==> config.mk <==
export PLATFORM = sky130hd
export DESIGN_NAME = command_frame_parser
export DESIGN_NICKNAME = d
export VERILOG_FILES = /design/src/design/cfp_pkg.sv /design/src/design/command_frame_parser.sv
export SDC_FILE = /design/constraint.sdc
export NUM_CORES = 1
export LEC_CHECK = 0
export ABC_AREA = 1
export ABC_CLOCK_PERIOD_IN_PS = 32299
export BUFFER_PORTS_ARGS = -buffer_cell sky130_fd_sc_hd__buf_2
export CORE_UTILIZATION = 64
export CTS_BUF_LIST = sky130_fd_sc_hd__clkbuf_16
export DETAILED_ROUTE_END_ITERATION = 8
export PLACE_DENSITY = 0.85
export SYNTH_ARGS = -nofsm -noshare
export SYNTH_HDL_FRONTEND = slang
export SYNTH_SLANG_ARGS = --single-unit
==> constraint.sdc <==
create_clock -name clk -period 32.3 [get_ports clk]
set_clock_uncertainty 0.1 [all_clocks]
set_input_delay 6.46 -clock clk [delete_from_list [all_inputs] [get_ports clk]]
set_output_delay 6.46 -clock clk [all_outputs]
set_load 0.05 [all_outputs]
==> src/design/cfp_pkg.sv <==
// Package for the command frame parser: phase type, byte codes and length lookup.
package cfp_pkg;

  // Default depth of the payload store.
  localparam int MAX_PAYLOAD_DEF = 11;

  // Sync pair that opens every frame.
  localparam logic [7:0] SYNC_FIRST  = 8'hA5;
  localparam logic [7:0] SYNC_SECOND = 8'h5A;

  // Command codes.
  localparam logic [7:0] CMD_PING      = 8'h01;
  localparam logic [7:0] CMD_STEADY    = 8'h02;
  localparam logic [7:0] CMD_WALK      = 8'h03;
  localparam logic [7:0] CMD_TRANSLATE = 8'h04;
  localparam logic [7:0] CMD_ROTATE    = 8'h05;
  localparam logic [7:0] CMD_REQUEST   = 8'h06;
  localparam logic [7:0] CMD_STATIC    = 8'h07;
  localparam logic [7:0] CMD_GRIPPER   = 8'h08;
  localparam logic [7:0] CMD_SCOOP     = 8'h09;

  // Parser phase.
  typedef enum logic [1:0] {
    PH_SYNC1   = 2'd0,
    PH_SYNC2   = 2'd1,
    PH_COMMAND = 2'd2,
    PH_PAYLOAD = 2'd3
  } hunt_phase_t;

  // Payload length of a command; known is low for an unknown code.
  typedef struct packed {
    logic       known;
    logic [3:0] len;
  } cmd_info_t;

  function automatic cmd_info_t cmd_info(input logic [7:0] code);
    cmd_info_t info;
    info.known = 1'b1;
    info.len   = 4'd0;
    case (code)
      CMD_PING:      info.len = 4'd0;
      CMD_STEADY:    info.len = 4'd0;
      CMD_WALK:      info.len = 4'd10;
      CMD_TRANSLATE: info.len = 4'd4;
      CMD_ROTATE:    info.len = 4'd11;
      CMD_REQUEST:   info.len = 4'd0;
      CMD_STATIC:    info.len = 4'd6;
      CMD_GRIPPER:   info.len = 4'd4;
      CMD_SCOOP:     info.len = 4'd1;
      default:       info.known = 1'b0;
    endcase
    return info;
  endfunction

endpackage

==> src/design/command_frame_parser.sv <==
// Command frame parser: byte-wise sync hunt, payload capture and result decode.
module command_frame_parser #(
  parameter int MAX_PAYLOAD = cfp_pkg::MAX_PAYLOAD_DEF
) (
  input  logic               clk,
  input  logic               rst_n,
  input  logic               in_valid,
  output logic               in_ready,
  input  logic [7:0]         in_rx_byte,
  output logic               out_valid,
  input  logic               out_ready,
  output logic [3:0]         out_kind,
  output logic signed [15:0] out_value_a,
  output logic signed [15:0] out_value_b,
  output logic signed [15:0] out_value_c,
  output logic signed [15:0] out_value_d,
  output logic signed [7:0]  out_speed,
  output logic [7:0]         out_mode,
  output logic [7:0]         out_walk_points,
  output logic [7:0]         out_extra
);
  // The parser takes one received byte per cycle: in the cycle it is accepted,
  // each byte updates the phase, a payload byte the payload store and a frame's
  // last byte the held gripper and scoop bytes. A frame opens with 0xA5 0x5A and
  // a command byte; the result of a frame is registered and shown on the cycle
  // after its last byte (the command byte for zero-length commands). While a
  // result waits in the output register, in_ready follows out_ready, so bytes
  // keep flowing back to back as long as each result is taken in the cycle it is
  // shown; otherwise the input stalls until the result is taken. Unknown commands
  // and broken sync pairs produce no result. Payload bytes are never searched for sync.

  import cfp_pkg::*;

  localparam int IDX_W = $clog2(MAX_PAYLOAD);

  // Parser state.
  hunt_phase_t phase_r, phase_nxt;
  logic [7:0]  command_code_r, command_code_nxt;
  logic [3:0]  payload_count_r, payload_count_nxt;
  logic [7:0]  store_r [MAX_PAYLOAD];
  logic [7:0]  view [MAX_PAYLOAD];
  logic [7:0]  gripper_r [4];
  logic [7:0]  gripper_nxt [4];
  logic [7:0]  scoop_r, scoop_nxt;

  // Result register.
  logic               out_valid_r;
  logic [3:0]         kind_r, kind_nxt;
  logic signed [15:0] value_a_r, value_a_nxt;
  logic signed [15:0] value_b_r, value_b_nxt;
  logic signed [15:0] value_c_r, value_c_nxt;
  logic signed [15:0] value_d_r, value_d_nxt;
  logic signed [7:0]  speed_r, speed_nxt;
  logic [7:0]         mode_r, mode_nxt;
  logic [7:0]         walk_points_r, walk_points_nxt;
  logic [7:0]         extra_r, extra_nxt;

  logic       accept;
  logic       store_we;
  logic       finish;
  logic [7:0] fin_code;
  logic [3:0] count_inc;
  cmd_info_t  in_info;
  cmd_info_t  cur_info;

  assign in_ready = !out_valid_r || out_ready;
  assign accept   = in_valid && in_ready;
  assign in_info  = cmd_info(in_rx_byte);
  assign cur_info = cmd_info(command_code_r);
  assign count_inc = payload_count_r + 4'd1;

  // Next phase, command code, count and the frame-complete strobe.
  always_comb begin
    phase_nxt         = phase_r;
    command_code_nxt  = command_code_r;
    payload_count_nxt = payload_count_r;
    store_we          = 1'b0;
    finish            = 1'b0;
    fin_code          = command_code_r;
    if (accept) begin
      case (phase_r)
        PH_SYNC1: begin
          if (in_rx_byte == SYNC_FIRST) phase_nxt = PH_SYNC2;
        end
        PH_SYNC2: begin
          if (in_rx_byte == SYNC_SECOND) phase_nxt = PH_COMMAND;
          else if (in_rx_byte != SYNC_FIRST) phase_nxt = PH_SYNC1;
        end
        PH_COMMAND: begin
          if (!in_info.known) begin
            phase_nxt = PH_SYNC1;
          end else begin
            command_code_nxt  = in_rx_byte;
            payload_count_nxt = 4'd0;
            fin_code          = in_rx_byte;
            if (in_info.len == 4'd0) begin
              finish    = 1'b1;
              phase_nxt = PH_SYNC1;
            end else begin
              phase_nxt = PH_PAYLOAD;
            end
          end
        end
        PH_PAYLOAD: begin
          if (!cur_info.known || cur_info.len == 4'd0) begin
            phase_nxt         = PH_SYNC1;
            payload_count_nxt = 4'd0;
          end else begin
            store_we          = int'(payload_count_r) < MAX_PAYLOAD;
            payload_count_nxt = count_inc;
            if (count_inc >= cur_info.len) begin
              finish            = 1'b1;
              phase_nxt         = PH_SYNC1;
              payload_count_nxt = 4'd0;
            end
          end
        end
        default: phase_nxt = PH_SYNC1;
      endcase
    end
  end

  // Payload as seen by the decode, with the byte of this cycle already in place.
  always_comb begin
    for (int i = 0; i < MAX_PAYLOAD; i++) begin
      view[i] = (store_we && payload_count_r[IDX_W-1:0] == IDX_W'(i)) ? in_rx_byte
                                                                        : store_r[i];
    end
  end

  // Result decode and held gripper and scoop bytes.
  always_comb begin
    kind_nxt        = fin_code[3:0] - 4'd1;
    value_a_nxt     = '0;
    value_b_nxt     = '0;
    value_c_nxt     = '0;
    value_d_nxt     = '0;
    speed_nxt       = '0;
    mode_nxt        = '0;
    walk_points_nxt = '0;
    extra_nxt       = '0;
    for (int j = 0; j < 4; j++) gripper_nxt[j] = gripper_r[j];
    scoop_nxt = scoop_r;
    case (fin_code)
      CMD_WALK: begin
        value_a_nxt     = {view[0], view[1]};
        value_b_nxt     = {view[2], view[3]};
        value_c_nxt     = {view[4], view[5]};
        speed_nxt       = view[6];
        mode_nxt        = view[7];
        walk_points_nxt = view[8];
        extra_nxt       = view[9];
      end
      CMD_TRANSLATE: begin
        value_a_nxt = {{8{view[0][7]}}, view[0]};
        value_b_nxt = {{8{view[1][7]}}, view[1]};
        mode_nxt    = view[2];
        extra_nxt   = view[3];
      end
      CMD_ROTATE: begin
        value_a_nxt     = {view[0], view[1]};
        value_b_nxt     = {view[2], view[3]};
        value_c_nxt     = {view[4], view[5]};
        value_d_nxt     = {view[6], view[7]};
        mode_nxt        = view[8];
        speed_nxt       = view[9];
        walk_points_nxt = view[10];
      end
      CMD_STATIC: begin
        value_a_nxt = {view[0], view[1]};
        value_b_nxt = {view[2], view[3]};
        value_c_nxt = {view[4], view[5]};
      end
      CMD_GRIPPER: begin
        // A held byte changes only on a nonzero payload byte.
        for (int j = 0; j < 4; j++) begin
          if (view[j] != 8'd0) gripper_nxt[j] = view[j];
        end
        value_a_nxt = {8'd0, gripper_nxt[0]};
        value_b_nxt = {8'd0, gripper_nxt[1]};
        value_c_nxt = {8'd0, gripper_nxt[2]};
        value_d_nxt = {8'd0, gripper_nxt[3]};
      end
      CMD_SCOOP: begin
        if (view[0] != 8'd0) scoop_nxt = view[0];
        value_a_nxt = {8'd0, scoop_nxt};
      end
      default: ;
    endcase
  end

  // Control state and held bytes.
  always_ff @(posedge clk) begin
    if (!rst_n) begin
      phase_r         <= PH_SYNC1;
      command_code_r  <= 8'd0;
      payload_count_r <= 4'd0;
      scoop_r         <= 8'd0;
      out_valid_r     <= 1'b0;
      for (int j = 0; j < 4; j++) gripper_r[j] <= 8'd0;
    end else begin
      phase_r         <= phase_nxt;
      command_code_r  <= command_code_nxt;
      payload_count_r <= payload_count_nxt;
      if (finish) begin
        scoop_r <= scoop_nxt;
        for (int j = 0; j < 4; j++) gripper_r[j] <= gripper_nxt[j];
      end
      if (finish) out_valid_r <= 1'b1;
      else if (out_ready) out_valid_r <= 1'b0;
    end
  end

  // Payload store.
  always_ff @(posedge clk) begin
    if (store_we) store_r[payload_count_r[IDX_W-1:0]] <= in_rx_byte;
  end

  // Result payload register.
  always_ff @(posedge clk) begin
    if (finish) begin
      kind_r        <= kind_nxt;
      value_a_r     <= value_a_nxt;
      value_b_r     <= value_b_nxt;
      value_c_r     <= value_c_nxt;
      value_d_r     <= value_d_nxt;
      speed_r       <= speed_nxt;
      mode_r        <= mode_nxt;
      walk_points_r <= walk_points_nxt;
      extra_r       <= extra_nxt;
    end
  end

  assign out_valid       = out_valid_r;
  assign out_kind        = kind_r;
  assign out_value_a     = value_a_r;
  assign out_value_b     = value_b_r;
  assign out_value_c     = value_c_r;
  assign out_value_d     = value_d_r;
  assign out_speed       = speed_r;
  assign out_mode        = mode_r;
  assign out_walk_points = walk_points_r;
  assign out_extra       = extra_r;

`ifndef ASSERT_OFF
  // A new result only follows an accepted byte.
  a_result_from_item: assert property (@(posedge clk) disable iff (!rst_n)
    $rose(out_valid_r) |-> $past(accept))
    else $error("result appeared without an accepted item");

  // While collecting, the held command is known and the count is below its length.
  a_payload_bounds: assert property (@(posedge clk) disable iff (!rst_n)
    (phase_r == PH_PAYLOAD) |-> (cur_info.known && payload_count_r < cur_info.len))
    else $error("payload phase with bad command or count");

  // A finished frame always returns the parser to sync hunting.
  a_finish_rehunt: assert property (@(posedge clk) disable iff (!rst_n)
    finish |=> (phase_r == PH_SYNC1 && payload_count_r == 4'd0))
    else $error("parser did not return to hunting after a frame");
`endif

endmodule
## Yosys cells after proc, flatten, opt, wreduce, memory -nomap -nowiden

Memory sizes are Yosys's and may differ from the RTL's.
Cells that the tools add are included.

| word-level totals | value |
|---|---|
| register bits | 123 |
| bits in writable memories | 120 |
| input bits | 12 |
| output and inout port bits | 102 |
| memories | 2 |

| cells by class | value |
|---|---|
| add/sub/neg operators | 2 |
| order comparisons | 2 |
| eq/ne operators | 44 |
| mux-type cells | 65 |
| bitwise logic cells | 4 |
| reduce and logical (&&, ||, !) cells | 34 |

Memories:

| memory | words | width | rd ports | clocked after Yosys merged registers in | wr ports | line | source |
|---|---|---|---|---|---|---|---|
| store_r | 11 | 8 | 11 | 0 | 1 | command_frame_parser.sv:40 | `logic [7:0] store_r [MAX_PAYLOAD];` |
| gripper_r | 4 | 8 | 4 | 0 | 4 | command_frame_parser.sv:42 | `logic [7:0] gripper_r [4];` |

Operators with widths:

| kind | count |
|---|---|
| 8-bit two-way mux | 23 |
| 8-bit by 3-bit == test with 1-bit output, second input constant | 11 |
| 16-bit case mux with 2 select lines | 2 |
| 16-bit case mux with 4 select lines | 1 |
| 8-bit by 4-bit == test with 1-bit output, second input constant | 6 |
| 16-bit case mux with 3 select lines | 1 |
| 8-bit case mux with 2 select lines | 3 |
| 8-bit by 2-bit == test with 1-bit output, second input constant | 5 |
| 4-bit case mux with 5 select lines | 2 |
| 32-bit two-way mux | 1 |
| 8-bit nonzero test | 4 |
| 8-bit case mux with 3 select lines | 1 |
| 1-bit two-way mux | 18 |
| 9-bit OR reduction | 2 |
| 4-bit by 3-bit == test with 1-bit output, second input constant | 4 |
| 8-bit by 1-bit == test with 1-bit output, second input constant | 2 |
| 2-bit two-way mux | 7 |
| 4-bit == test, second input constant | 3 |
| 1-bit logical AND | 12 |
| 4-bit zero test | 3 |
| 4-bit two-way mux | 3 |
| 4-bit by 2-bit == test with 1-bit output, second input constant | 2 |
| 8-bit by 7-bit == test with 1-bit output, second input constant | 1 |
| 8-bit == test, second input constant | 1 |
| 23 further kinds | 33 |

## Longest topological paths before layout

| logic depth | value |
|---|---|
| depth in word-level cells | 14 |
| depth in mapped cells | 19 |

## Worst setup path after synthesis

OpenSTA, ideal clock, no wires.

| timing path | value |
|---|---|
| kind | input port to flip-flop |
| from | input out_ready |
| to | memory gripper_r[0][0], enable pin |
| setup time | 0.466 ns |
| arrival time | 15.522 ns |
| required time | 31.734 ns |
| setup slack | 16.212 ns |
| stages on the path | 6 |
| buffers on the path | 0 |
| cell sequence | inv_1 nand2_1 nand2_2 a21oi_1 nand2_1 o21ai_0 |

RTL lines:

| item | line | source |
|---|---|---|
| from (decl) | command_frame_parser.sv:11 | `input logic out_ready,` |
| to (decl) | command_frame_parser.sv:42 |  |

## Worst setup path after layout

| timing path | value |
|---|---|
| from | input out_ready |
| to | output in_ready |

| between the ends | value |
|---|---|
| cells in the longest elaborated chain, start to end | 1 |

Ends and longest elaborated chain:

| item | line | source |
|---|---|---|
| 1-bit logical OR | command_frame_parser.sv:66 | `assign in_ready = !out_valid_r \|\| out_ready;` |
| to (decl) | command_frame_parser.sv:8 | `output logic in_ready,` |

No other way between the ends.

==> metrics.md <==
| Metric | Value |
|---|---|
| Worst Path Buf+Inv | `3` |
| Mapped Nets | `1164` |
| Vias per cell | `a little over 6` |
| IO buf count | `around 110` |
| Post-layout min period | `13.48 ns` |
| GRT met2 Usage | `51.3%` |
| Area occupied by registers | `around 7100 um2` |
| Maxcap violations | `0` |
| DRC viols | `0` |
| Post-CTS resize count | `0` |
| IO Pins | `roughly 110` |
| WL/cell | `18.9 um` |
| Gate Count Post-Synth | `around 1100` |
| First-pass GRT wire length | `42.8 mm` |
| Ys Warns | `0` |
| M1 GR Usage | `38.9%` |
| GRT Total Usage | `30.7%` |
| Setup Crit Path Kind | `input pin to output pin` |
| H-tree Lvls | `1` |
| Area of the core | `17400 um2` |
| Synth Area per Inst | `10.0 um2` |
| Slew @ Worst Pin | `slightly above 0.8 ns` |
| RD Place Congestion | `between 0.8 and 0.9` |
| Normalized max-slew margin | `44.9%` |
| Post-CTS Setup Bufs | `0` |
| Fmax | `0.0742 GHz` |
| CP arrival | `6.92 ns` |
| Worst-path clk slew | `0.06 ns` |
| Clock latency on the worst-skew pair | `0.51 ns` |
| Post-synthesis cell type count | `36` |
| VDD IR-drop max | `0.0408 mV` |
| Initial Util | `65.8%` |
| Hold_buf cts | `0` |
| Area growth syn-to-layout | `12.1%` |
| DP Area | `12100 um2` |
| Mapped Area | `11400 um2` |
| Synthesized flop and latch total | `243` |
| Die area | `18400 um2` |
| Crit end category | `output pin` |
| Hold Vio Cnt, Final | `0` |
| TritonCTS clock tree | `done` |
| Critical path peak fanout | `3` |
| Vias post-DR | `8973` |
| Share of layout cells above drive strength 1 | `16.1%` |
| Sequence of cells on the critical path | `buf_2 -> inv_1 -> nand2_1 -> buf_2` |
| Diodes inserted | `0` |
| Met3 Resource Use GR | `under 10%` |
| Pwr/cell area | `47.9 nW/um2` |
| HPWL after DPL | `17.6 mm` |
| Sequential element share of the synthesized area | `61.9%` |
| Global routing's busiest layer | `met2` |
| Final WL | `between 20 and 30 mm` |
| Main area contributors after synthesis | `edfxtp_1 (58%), nand2_1 (11%), dfxtp_1 (4.0%)` |
| Max-slew violations | `0` |
| CTS Buffer Depth | `3` |
| Sink Count | `243` |
| Crit path launch type | `input pin` |
| Chip Width | `136 um` |
| Dominant cell type by area after synthesis | `edfxtp_1` |
| Area of the multi-input gates | `3670 um2` |
| Chip height | `~140 um` |
| Fin nets | `1260` |
| Slowest stage delay, CP | `0.27 ns` |
| Antenna violations before repair | `0` |
| Critical path's slowest cell | `buf_2` |
| Fin crit share | `41.7%` |
| Total gr overflow | `0` |
| Top delay family on crit path | `buffers and inverters` |
| Post-synth top area share | `between 50% and 60%` |
| Worst path required time | `25.74 ns` |
| Filler cell count | `1188` |
| Vias in the first global route | `8324` |
| Pre-antenna DRT Iters | `5` |
| Largest net degree at the start of global routing | `63` |
| Crit-path most repeated cell | `buf_2` |
| Status | `complete, no violations` |
| Antenna viol nets, final | `0` |
| Row cnt | `48` |
| Num CTS Buffers | `25` |
| CTS Root Cell | `clkbuf_16` |
| Unrepaired setup endpoints after global routing | `no` |
| Leakage dissipation | `about 5.4 nW` |
| Final setup viols | `0` |
| HP Class | `flip-flop to flip-flop` |
| Total negative slack | `0 ns` |
| Initial drt markers | `1171` |
| Final Instance Area | `12800 um2` |
-- routing by layer --
| layer | part of all wire [%] | vias up |
|---|---|---|
| met3 | 10 | 105 |
| met4 | 4.1 | 0 |
| met5 | 0 | - |
| met1 | 37 | 4132 |
| met2 | 49 | 604 |
| li1 | - | 4132 |
-- per-stage QoR --
step | hold WS (ns) | power (W) | setup WS (ns) | utilization, % | cells
floorplan | 0.339 | 0.000352 | 16.21 | - | 1140
global placement | 0.345 | 0.000358 | 18.82 | 69.5 | 1434
detailed placement | 0.362 | 0.000358 | 18.82 | 69.5 | 1434
CTS | 0.366 | 0.000613 | 18.81 | 73.7 | 1477
global route | 0.384 | 0.000625 | 18.77 | 73.7 | 1477
finish | 0.364 | 0.000613 | 18.82 | 73.7 | 1477
-- registers in the layout, indices dropped and copies added, names as in the netlist, 16 cells and up --
register     count
out_value_c     16
store_r         88
out_value_b     16
out_value_d     16
out_value_a     16
gripper_r       32
-- placed cells by master, fill, tap and decap left out, drive strengths merged, types with 13 or more instances in the layout --
| cell | instances |
|---|---|
| a21oi | 48 |
| buf | 119 |
| clkbuf | 25 |
| clkinv | 13 |
| dfxtp | 23 |
| edfxtp | 220 |
| inv | 119 |
| nand2 | 330 |
| nand3 | 100 |
| nand4 | 32 |
| nor2 | 65 |
| o211ai | 18 |
| o21a | 16 |
| o21ai | 66 |
| o22ai | 16 |
-- final timing paths --
check                           from                end  slack (ns)  depth (start not counted)
setup reg to reg  payload_count_r[0]    gripper_r[2][0]       28.17                         13
hold reg to reg    command_code_r[6]  command_code_r[6]        0.36                          2
setup / recovery           out_ready           in_ready       18.82                          4
hold / removal     command_code_r[6]  command_code_r[6]        0.36                          2
-- layout make-up --
| class | instances | share of cell area, % |
|---|---|---|
| Clock inverter | 18 | 0.841 |
| Sequential cell | 243 | 55.2 |
| Timing Repair Buffer | 119 | 4.77 |
| Clock buffer | 25 | 4.89 |
| Multi-Input combinational cell | 732 | 28.7 |
| Inverter | 115 | 3.37 |
| Tap cell | 225 | 2.20 |
-- power by group --
part	internal [W]	leakage (nW)	total [W]	switching, W
Sequential	0.000341	2.23	0.000342	0.000000483
Combinational	0.00000108	2.77	0.0000102	0.00000906
Clock	0.000148	0.387	0.000261	0.000113
-- synthesized netlist by cell type, drive strengths merged --
| master | number |
|---|---|
| a211oi | 4 |
| a21oi | 48 |
| a22o | 8 |
| a31oi | 2 |
| and2 | 1 |
| buf | 32 |
| clkbuf | 18 |
| clkinv | 1 |
| dfxtp | 23 |
| edfxtp | 220 |
| ha | 12 |
| inv | 114 |
| nand2 | 330 |
| nand3 | 100 |
| nand4 | 32 |
| nor2 | 65 |
| nor3 | 8 |
| o211ai | 18 |
| o21a | 16 |
| o21ai | 66 |
| o22ai | 16 |
| o31ai | 1 |
| o41ai | 1 |
| xor2 | 4 |
-- worst min-delay path, cell delays in order (launching register included) --
cell	delay (ns)
dfxtp_1	0.32
inv_2	0.06
nor3_1	0.04
-- cells by family (layout without fill, tap and decap cells) --
| group | count (synthesis) | in the layout | share of synthesized area [%] |
|---|---|---|---|
| compound gates | 180 | 180 | 9.40 |
| xor+xnor | 4 | 4 | 0.307 |
| fa+ha+maj | 12 | 12 | 1.32 |
| buf+inv | 165 | 277 | 6.09 |
| flops | 243 | 243 | 61.9 |
| simple gates | 536 | 536 | 21.0 |
(Power assumes the default switching activity.)
